**src/sv/assert_macros.svh**
```systemverilog
// Shared assertion macros: clocked on clk, off while rst_n is low.
`ifndef ASSERT_MACROS_SVH
`define ASSERT_MACROS_SVH

// Property checked on every rising edge outside reset.
`define ASSERT_CLK(lbl, prop, msg) \
  lbl: assert property (@(posedge clk) disable iff (!rst_n) (prop)) else $error(msg);

// Implication whose consequent is checked in the cycle after the antecedent.
`define ASSERT_NEXT(lbl, ante, cons, msg) \
  lbl: assert property (@(posedge clk) disable iff (!rst_n) (ante) |=> (cons)) else $error(msg);

`endif

```
**src/sv/genv_pkg.sv**
```systemverilog
package genv_pkg;

  localparam int unsigned LEVEL_W = 11;
  localparam int unsigned CNT_W   = 15;
  localparam int unsigned GAIN_W  = 8;
  localparam int unsigned START_W = 16;

  localparam logic [LEVEL_W-1:0] LEVEL_MAX   = 11'h7ff;
  localparam logic [LEVEL_W-1:0] LINEAR_STEP = 11'h020;
  localparam logic [LEVEL_W-1:0] BEND_POINT  = 11'h600;
  localparam logic [LEVEL_W-1:0] BENT_STEP   = 11'h008;

  typedef enum logic [2:0] {
    MODE_LIN_DOWN = 3'd4,
    MODE_EXP_DOWN = 3'd5,
    MODE_LIN_UP   = 3'd6,
    MODE_BENT_UP  = 3'd7
  } env_mode_t;

  // Tick period per rate index; index 0 is the "frozen" rate.
  function automatic logic [CNT_W:0] rate_period(input logic [4:0] rate);
    logic [CNT_W:0] p;
    unique case (rate)
      5'd0:  p = 16'h7800;
      5'd1:  p = 16'd2048;
      5'd2:  p = 16'd1536;
      5'd3:  p = 16'd1280;
      5'd4:  p = 16'd1024;
      5'd5:  p = 16'd768;
      5'd6:  p = 16'd640;
      5'd7:  p = 16'd512;
      5'd8:  p = 16'd384;
      5'd9:  p = 16'd320;
      5'd10: p = 16'd256;
      5'd11: p = 16'd192;
      5'd12: p = 16'd160;
      5'd13: p = 16'd128;
      5'd14: p = 16'd96;
      5'd15: p = 16'd80;
      5'd16: p = 16'd64;
      5'd17: p = 16'd48;
      5'd18: p = 16'd40;
      5'd19: p = 16'd32;
      5'd20: p = 16'd24;
      5'd21: p = 16'd20;
      5'd22: p = 16'd16;
      5'd23: p = 16'd12;
      5'd24: p = 16'd10;
      5'd25: p = 16'd8;
      5'd26: p = 16'd6;
      5'd27: p = 16'd5;
      5'd28: p = 16'd4;
      5'd29: p = 16'd3;
      5'd30: p = 16'd2;
      default: p = 16'd1;
    endcase
    return p;
  endfunction

  // One envelope step for an envelope mode (top mode bit set).
  function automatic logic [LEVEL_W-1:0] step_level(input logic [2:0] mode,
                                                    input logic [LEVEL_W-1:0] lv);
    logic [LEVEL_W-1:0] dec;
    logic [LEVEL_W:0]   sum;
    logic [LEVEL_W-1:0] res;
    dec = lv - 11'd1;
    sum = {1'b0, lv} + {1'b0, ((mode == MODE_BENT_UP && lv > BEND_POINT) ?
                                BENT_STEP : LINEAR_STEP)};
    unique case (mode)
      MODE_LIN_DOWN: res = (lv > LINEAR_STEP) ? (lv - LINEAR_STEP) : '0;
      MODE_EXP_DOWN: res = (lv != '0) ? (dec - (dec >> 8)) : '0;
      default:       res = (sum > {1'b0, LEVEL_MAX}) ? LEVEL_MAX : sum[LEVEL_W-1:0];
    endcase
    return res;
  endfunction

endpackage

```
**src/sv/gain_envelope_stepper.sv**
```systemverilog
// Gain envelope stepper for one voice.
// cfg_wr_en/cfg_wr_data write the gain byte (mode in bits 7..5, rate in 4..0);
// write it only while no request is in flight.
// Input channel: in_valid/in_stall with in_restart and in_start_level. A
// restart loads the clamped start level and clears the tick counter; any
// other request is one sample tick.
// Output channel: out_valid/out_stall with out_level and out_at_limit, one
// result per input request, in order.
// An accepted request is held in the input register, and its result goes to the
// result register when it advances. Throughput is one request per cycle while
// out_stall is low: the level/counter update is a single pass of logic between
// the input register and the result register.
// When out_stall holds a result, the input register keeps its request and
// in_stall rises, so at most two requests are held inside.
// Reset (rst_n low, synchronous) clears the gain byte, level, tick counter
// and both valid flags.
`include "assert_macros.svh"

module gain_envelope_stepper (
  input  logic                              clk,
  input  logic                              rst_n,
  input  logic                              cfg_wr_en,
  input  logic [genv_pkg::GAIN_W-1:0]       cfg_wr_data,
  input  logic                              in_valid,
  output logic                              in_stall,
  input  logic                              in_restart,
  input  logic signed [genv_pkg::START_W-1:0] in_start_level,
  output logic                              out_valid,
  input  logic                              out_stall,
  output logic [genv_pkg::LEVEL_W-1:0]      out_level,
  output logic                              out_at_limit
);

  logic [genv_pkg::GAIN_W-1:0]  gain_r;
  logic [genv_pkg::LEVEL_W-1:0] level_r, level_nxt;
  logic [genv_pkg::CNT_W-1:0]   tick_cnt_r, tick_cnt_nxt;

  logic                          s1_valid_r;
  logic                          s1_restart_r;
  logic [genv_pkg::START_W-1:0]  s1_start_r;

  logic                          out_valid_r;
  logic [genv_pkg::LEVEL_W-1:0]  out_level_r, out_level_nxt;
  logic                          out_lim_r, out_lim_nxt;

  logic                          out_free, s1_adv, in_acc;
  logic [2:0]                    mode;
  logic [4:0]                    rate;
  logic [genv_pkg::CNT_W:0]      cnt_inc;
  logic [genv_pkg::LEVEL_W-1:0]  start_clamped;
  logic                          at_end, lim_new;

  assign out_free = !out_valid_r || !out_stall;
  assign s1_adv   = s1_valid_r && out_free;
  assign in_stall = s1_valid_r && !out_free;
  assign in_acc   = in_valid && !in_stall;

  assign mode = gain_r[7:5];
  assign rate = gain_r[4:0];

  always_comb begin
    if (s1_start_r[genv_pkg::START_W-1]) begin
      start_clamped = '0;
    end else if (s1_start_r > {5'd0, genv_pkg::LEVEL_MAX}) begin
      start_clamped = genv_pkg::LEVEL_MAX;
    end else begin
      start_clamped = s1_start_r[genv_pkg::LEVEL_W-1:0];
    end
  end

  // downward modes end at 0, upward modes at full scale
  assign at_end  = mode[1] ? (level_r == genv_pkg::LEVEL_MAX) : (level_r == '0);
  assign cnt_inc = {1'b0, tick_cnt_r} + 16'd1;

  always_comb begin
    level_nxt    = level_r;
    tick_cnt_nxt = tick_cnt_r;
    if (s1_restart_r) begin
      level_nxt    = start_clamped;
      tick_cnt_nxt = '0;
    end else if (mode[2] && rate != '0) begin
      if (cnt_inc >= genv_pkg::rate_period(rate)) begin
        tick_cnt_nxt = '0;
        if (!at_end) begin
          level_nxt = genv_pkg::step_level(mode, level_r);
        end
      end else begin
        tick_cnt_nxt = cnt_inc[genv_pkg::CNT_W-1:0];
      end
    end
  end

  assign lim_new = mode[1] ? (level_nxt == genv_pkg::LEVEL_MAX) : (level_nxt == '0);

  always_comb begin
    if (mode[2]) begin
      out_level_nxt = level_nxt;
      out_lim_nxt   = lim_new;
    end else begin
      // direct mode: gain * 16, truncated to the level width
      out_level_nxt = {gain_r[6:0], 4'b0000};
      out_lim_nxt   = 1'b0;
    end
  end

  always_ff @(posedge clk) begin
    if (!rst_n) begin
      gain_r      <= '0;
      level_r     <= '0;
      tick_cnt_r  <= '0;
      s1_valid_r  <= 1'b0;
      out_valid_r <= 1'b0;
    end else begin
      if (cfg_wr_en) begin
        gain_r <= cfg_wr_data;
      end
      if (s1_adv) begin
        level_r    <= level_nxt;
        tick_cnt_r <= tick_cnt_nxt;
      end
      if (in_acc) begin
        s1_valid_r <= 1'b1;
      end else if (s1_adv) begin
        s1_valid_r <= 1'b0;
      end
      if (s1_adv) begin
        out_valid_r <= 1'b1;
      end else if (!out_stall) begin
        out_valid_r <= 1'b0;
      end
    end
  end

  always_ff @(posedge clk) begin
    if (in_acc) begin
      s1_restart_r <= in_restart;
      s1_start_r   <= in_start_level;
    end
    if (s1_adv) begin
      out_level_r <= out_level_nxt;
      out_lim_r   <= out_lim_nxt;
    end
  end

  assign out_valid    = out_valid_r;
  assign out_level    = out_level_r;
  assign out_at_limit = out_lim_r;

  `ASSERT_CLK(a_limit_level, !(out_valid_r && out_lim_r) || (out_level_r == '0) || (out_level_r == genv_pkg::LEVEL_MAX), "at_limit set away from an end level")
  `ASSERT_NEXT(a_adv_result, s1_adv, out_valid_r, "advanced request produced no result")
  `ASSERT_NEXT(a_direct_hold, s1_adv && !s1_restart_r && !gain_r[7], $stable(tick_cnt_r) && $stable(level_r), "direct-mode tick changed state")
  `ASSERT_NEXT(a_stall_keep, in_stall, s1_valid_r, "held request dropped while stalled")

endmodule

```
**config.mk**
```make
export PLATFORM = sky130hd
export DESIGN_NAME = gain_envelope_stepper
export DESIGN_NICKNAME = d
export VERILOG_FILES = /design/src/sv/genv_pkg.sv /design/src/sv/gain_envelope_stepper.sv
export VERILOG_INCLUDE_DIRS = /design/src /design/src/sv
export SDC_FILE = /design/constraint.sdc
export NUM_CORES = 1
export LEC_CHECK = 0
export BUFFER_PORTS_ARGS = -buffer_cell sky130_fd_sc_hd__buf_4
export CAP_MARGIN = 0
export CELL_PAD_IN_SITES_DETAIL_PLACEMENT = 0
export CELL_PAD_IN_SITES_GLOBAL_PLACEMENT = 2
export CORE_MARGIN = 3
export CORE_UTILIZATION = 39
export CTS_BUF_LIST = sky130_fd_sc_hd__clkbuf_4 sky130_fd_sc_hd__clkbuf_8
export DETAILED_ROUTE_END_ITERATION = 8
export PLACE_DENSITY_LB_ADDON = 0.2
export SLEW_MARGIN = 40
export SYNTH_ARGS = -nofsm -noshare
export SYNTH_HDL_FRONTEND = slang
export SYNTH_SLANG_ARGS = --single-unit
```
**constraint.sdc**
```tcl
create_clock -name clk -period 5.3 [get_ports clk]
set_clock_uncertainty 0.1 [all_clocks]
set_input_delay 1.59 -clock clk [delete_from_list [all_inputs] [get_ports clk]]
set_output_delay 1.59 -clock clk [all_outputs]
set_load 0.02 [all_outputs]
```
After elaboration in Yosys (flattened, before gate mapping)
Memories as Yosys holds them, arrays and structs flattened. A register that Yosys moved wholly into a read port is not among the register bits.
Index checks and enable logic that the tools add are counted.
Cells by class
  muxes and demuxes: 25
  reduce and logical (&&, ||, !) cells: 17
  $add $sub $neg: 5
  eq/ne operators: 6
  $lt $le $gt $ge: 5
Operators with widths (number)
  $mux W11: 10
  $mux W15: 3
  $mux W16: 2
  $eq A11 B11 Y1 const B: 2
  $logic_not A11 Y1: 2
  $pmux W11 S2: 1
  $add A15 B1 Y16 const B: 1
  $ge A16 B16 Y1: 1
  $gt A16 B11 Y1 const B: 1
  $add A11 B6 Y12: 1
  $gt A12 B11 Y1 const B: 1
  $gt A11 B11 Y1 const B: 1
  $gt A11 B6 Y1 const B: 1
  $reduce_bool A11 Y1: 1
  $sub A11 B1 Y11 const B: 1
  $sub A11 B3 Y11: 1
  $sub A11 B6 Y11 const B: 1
  $mux W5: 2
  $eq A3 B3 Y1 const B: 3
  $mux W1: 6
  $mux W6: 1
  $logic_and A1 B1 Y1: 5
  $reduce_bool A5 Y1: 1
  $logic_not A1 Y1: 4
  4 further kinds: 5
Word-level totals
  word-level logic and storage cells: 69
  memories: 1
  output and inout port bits: 14
  bits in registers: 65
  bits in read-only memories: 480
Memories
  (name not given): words 32, bits a word 15, rd ports 1, clocked after memory_dff 1, write ports 0, RTL line genv_pkg.sv:23  | unique case (rate)

Longest topological paths before layout
  depth in word-level cells: 13
  gate-level depth with buffers: 19
  depth with buffers taken out: 18

Worst setup path after synthesis
Ideal clock, no wire load.
  path kind: register -> register
  start point: register level_r[0] (netlist bit)
  end point: register out_lim_r (netlist: out_at_limit), data pin
  data arrival time: 4115 ps
  setup slack: 939 ps
  buffers on the path: 1
  data required time: 5054 ps
  cell stages (with the launch flop): 19
  cells stage by stage: dfxtp_1 -> inv_1 -> ha_1 -> or4b_1 -> or2_1 -> buf_6 -> nor3_2 -> xnor2_1 -> ha_1 -> nor2b_1 -> a2111oi_2 -> nand3b_1 -> nor4_1 -> xor2_1 -> nor2_1 -> o32a_1 -> nand3b_1 -> nor4_1 -> o2bb2ai_1
On the way
  cells in the longest elaborated chain, start to end: 13
  elaborated cells between the ends (all ways): 24
Ends and longest elaborated chain
  start: declaration: RTL line gain_envelope_stepper.sv:35  | logic [genv_pkg::LEVEL_W-1:0] level_r, level_nxt;
  start signal: assignment: RTL line gain_envelope_stepper.sv:118  | level_r <= level_nxt;
  $gt A11 B11 Y1: RTL line genv_pkg.sv:67  | sum = {1'b0, lv} + {1'b0, ((mode == MODE_BENT_UP && lv > BEND_POINT) ?
  $logic_and A1 B1 Y1: RTL line genv_pkg.sv:67
  $mux W6: RTL line genv_pkg.sv:67
  $add A11 B6 Y12: RTL line genv_pkg.sv:67
  $gt A12 B11 Y1: RTL line genv_pkg.sv:72  | default: res = (sum > {1'b0, LEVEL_MAX}) ? LEVEL_MAX : sum[LEVEL_W-1:0];
  $mux W11: RTL line genv_pkg.sv:72
  $pmux W11 S2: RTL line genv_pkg.sv:69  | unique case (mode)
  $mux W11: RTL line gain_envelope_stepper.sv:84  | if (!at_end) begin
  $mux W11: RTL line gain_envelope_stepper.sv:82  | if (cnt_inc >= genv_pkg::rate_period(rate)) begin
  $mux W11 (*): RTL line gain_envelope_stepper.sv:81  | end else if (mode[2] && rate != '0) begin
  $mux W11 (*): RTL line gain_envelope_stepper.sv:78  | if (s1_restart_r) begin
  $eq A11 B11 Y1 / $logic_not A11 Y1 (equally long branches): RTL line gain_envelope_stepper.sv:93  | assign lim_new = mode[1] ? (level_nxt == genv_pkg::LEVEL_MAX) : (level_nxt == '0);
  $mux W1 (*): RTL line gain_envelope_stepper.sv:93
  end signal: assignment: RTL line gain_envelope_stepper.sv:141  | out_lim_r <= out_lim_nxt;
  end: declaration: RTL line gain_envelope_stepper.sv:44  | logic out_lim_r, out_lim_nxt;
Every way passes the cells marked *; elsewhere a longest branch is shown, timed or not.
A chain may end at the register's enable or synchronous reset.

Worst setup path after layout
Ends and elaborated chain as after synthesis.

==> run metrics <==
hold-fix buffer count after cts=0; cell family with most CP delay=simple AND/OR/NAND/NOR gates; layout cells sized above 1=17.1%; FFs w/ async S/R, synth=0%; Syn Nets=622; Pleak=0.00224 uW; P&R area growth vs syn=13.9%; status=completed; CTS tree=built; CTS Buf Count=9; sequential power share=45.2%; DRC Markers=0; worst-case clock buffer depth=2; Detailed Routing Iterations Pass 1=4; Clock transition at path regs=80 ps; WHS=426 ps; Crit Path Class=reg2reg; Yosys reg bits=78; crit-path max FO=9; Final #Nets=659; vias after detailed routing=4308; Die Ht=120 um; Initial Util=40.0%; CP Capture Type=register; Netlist cell types=82; Slew @ Worst Pin=736 ps; gr ovfl total=0; P_sw=442 uW; most frequent cells in the layout=56 x buf_4, 49 x nand2_1, 49 x dfxtp_1, 38 x nor2_1, 30 x ha_1; Layout Utilization=45.6%; worst path cell trace=inv_1 > ha_2 > or4b_1 > or2_1 > nor3_2 > xnor2_1 > ha_1 > nor2b_1 > a2111oi_2 > nand3b_1 > o21ai_0 > a21oi_1 > nor4bb_1 > o31a_1 > nand3_1 > nor4_1 > o2bb2ai_1; Peak VDD IR=149 uV; Syn Area/Cell=9.06 um^2; Slowest cell on crit path=or4b_1; clock root buffer=clkbuf_8; period utilisation layout=92.3%; first-pass GRT wire length=22400 um; Die X=120 um; Max Clk Rate=0.204 GHz; Clock Sink Count=78; clock power share=33.0%; Mapped Cells=560; antenna fix cells=0; Final Wtd Congestion=0.930; Max Cap Viol=0; power per cell area=259 nW/um^2; logic gate share of total power=21.8%; die area=14400 um^2; P_int=1050 uW; vias per inst=5.57; floorplan core area=12700 um^2; # IOs=44; Final Hold Viols=0; DP HPWL=10200 um; vias in the first global route=4094; number of synthesized flops with an enable pin=29; critical path arrival=5000 ps; Seq/Total Area, Yosys=36.5%; WP buf/inv=1; most common cell after layout, fill and taps aside=buf_4; synth warn=0; Inst Count DP=758; overall global routing resource usage=19.7%; Setup TNS Final=0 ps; Slew Limit Fails=0; largest net degree at the start of global routing=38; Final Setup Violations=0; Final ANT Viol Nets=0; cell area after synthesis=5070 um^2; 1st-iter DRT viols=300; Critical Path Max Stage Delay=500 ps; slew margin rel.=50.6%; initial antenna violation count=0; RSZ-0062 raised after global routing=no; final WL=13800 um; Startpoint Class=register; required time worst endpoint=5410 ps; drt wl/cell=17.9 um; switch share=29.5%; input/output buffers=43; main flop type after synthesis=dfxtp_1; Cell Rows=41; Post-Layout Cell Count=774; min Tclk post-route=4890 ps; H-tree Lvls=3; worst skew pair latency=350 ps; path type of the worst min-delay path=reg2reg
per-layer routing:
layer | global-route usage, % | part of all wire, %
met1 | 30.3 | 51
met2 | 27.6 | 41
met3 | 3.91 | 6.8
met4 | 6.01 | 1.3
met5 | 0 | 0
metrics by stage:
step / total power, uW / setup WS [ps] / cell area [um^2]
final: 1500 / 409 / 5780
after global routing: 1570 / 39.4 / 5780
after CTS: 1510 / 433 / 5770
after detailed placement: 1010 / 471 / 5560
after global placement: 1010 / 564 / 5560
after floorplan: 913 / 939 / 5070
logic make-up after synthesis:
group | count (synthesis) | synth area share, %
xor+xnor | 29 | 5.16
simple gates | 195 | 20.8
mux | 13 | 2.74
flops | 78 | 36.5
fa+ha+maj | 32 | 8.04
buf+inv | 62 | 5.35
compound gates | 151 | 21.4
worst reg2reg max path, delay by kind of cell, from the launching register on:
kind	cells	cell delay, ps
and+or+nand+nor	8	2270
adders and majority gates	2	570
xor gates and xnor gates	1	200
DFF	1	400
AOI/OAI and AO/OA	5	1110
buffers and inverters	1	120
area by class of cell:
type / instances / area, um^2
clock buffers: 10 / 131
clock inverters: 6 / 86.3
fillers: 1272 / 6900
inverters: 32 / 120
multi-input cells: 420 / 2950
flip-flops and latches: 78 / 1850
well taps: 172 / 215
repair buffers: 56 / 420
repair_timing:
action | 4_1_cts | 5_1_grt
endpoints found under the setup margin | 0 | 1
setup buffers | 0 | 0
resized for setup | 0 | 1
final timing paths:
kind	slack [ps]	cells past startpoint	from	end
setup / recovery	410	17	level_r[0]	out_at_limit
hold / removal	430	2	s1_valid_r	out_valid
setup reg to reg	410	17	level_r[0]	out_at_limit
hold reg to reg	430	2	s1_valid_r	out_valid
power by group through the flow:
stage                     clock, uW  sequential [uW]  combinational [uW]
after floorplan                   0              684                 229
after global routing            530              680                 361
after global placement            0              690                 324
final                           494              676                 326
after CTS                       506              676                 323
after detailed placement          0              689                 320
cells in the mapped netlist, drive strengths merged (3+ instances only):
cell type  count  area (um^2)
a2111oi        3         32.5
a211oi         9         67.6
a21o           4         30.0
a21oi         26          130
a22oi         14          105
a311oi         4         47.6
a31o           5         43.8
a31oi          4         25.0
and2           7         43.8
buf           10         76.3
clkbuf        20         75.1
dfxtp         49          981
edfxtp        29          871
ha            31          388
inv           30          113
mux2           7         78.8
mux2i          6         60.1
nand2         49          184
nand2b         4         25.0
nand3         10         50.1
nand3b         3         22.5
nand4          8         65.1
nor2          39          149
nor2b         29          181
nor3          11         65.1
nor3b          5         37.5
nor4           4         25.0
o2111ai        3         26.3
o211a          7         70.1
o21a           7         52.6
o21ai         32          160
o21bai         3         26.3
o31a           5         43.8
o31ai          6         55.1
o32ai          3         26.3
or2            4         25.0
or3            7         48.8
xnor2         20          183
xor2           9         78.8
Note: power is estimated with default switching activity, not from simulation.
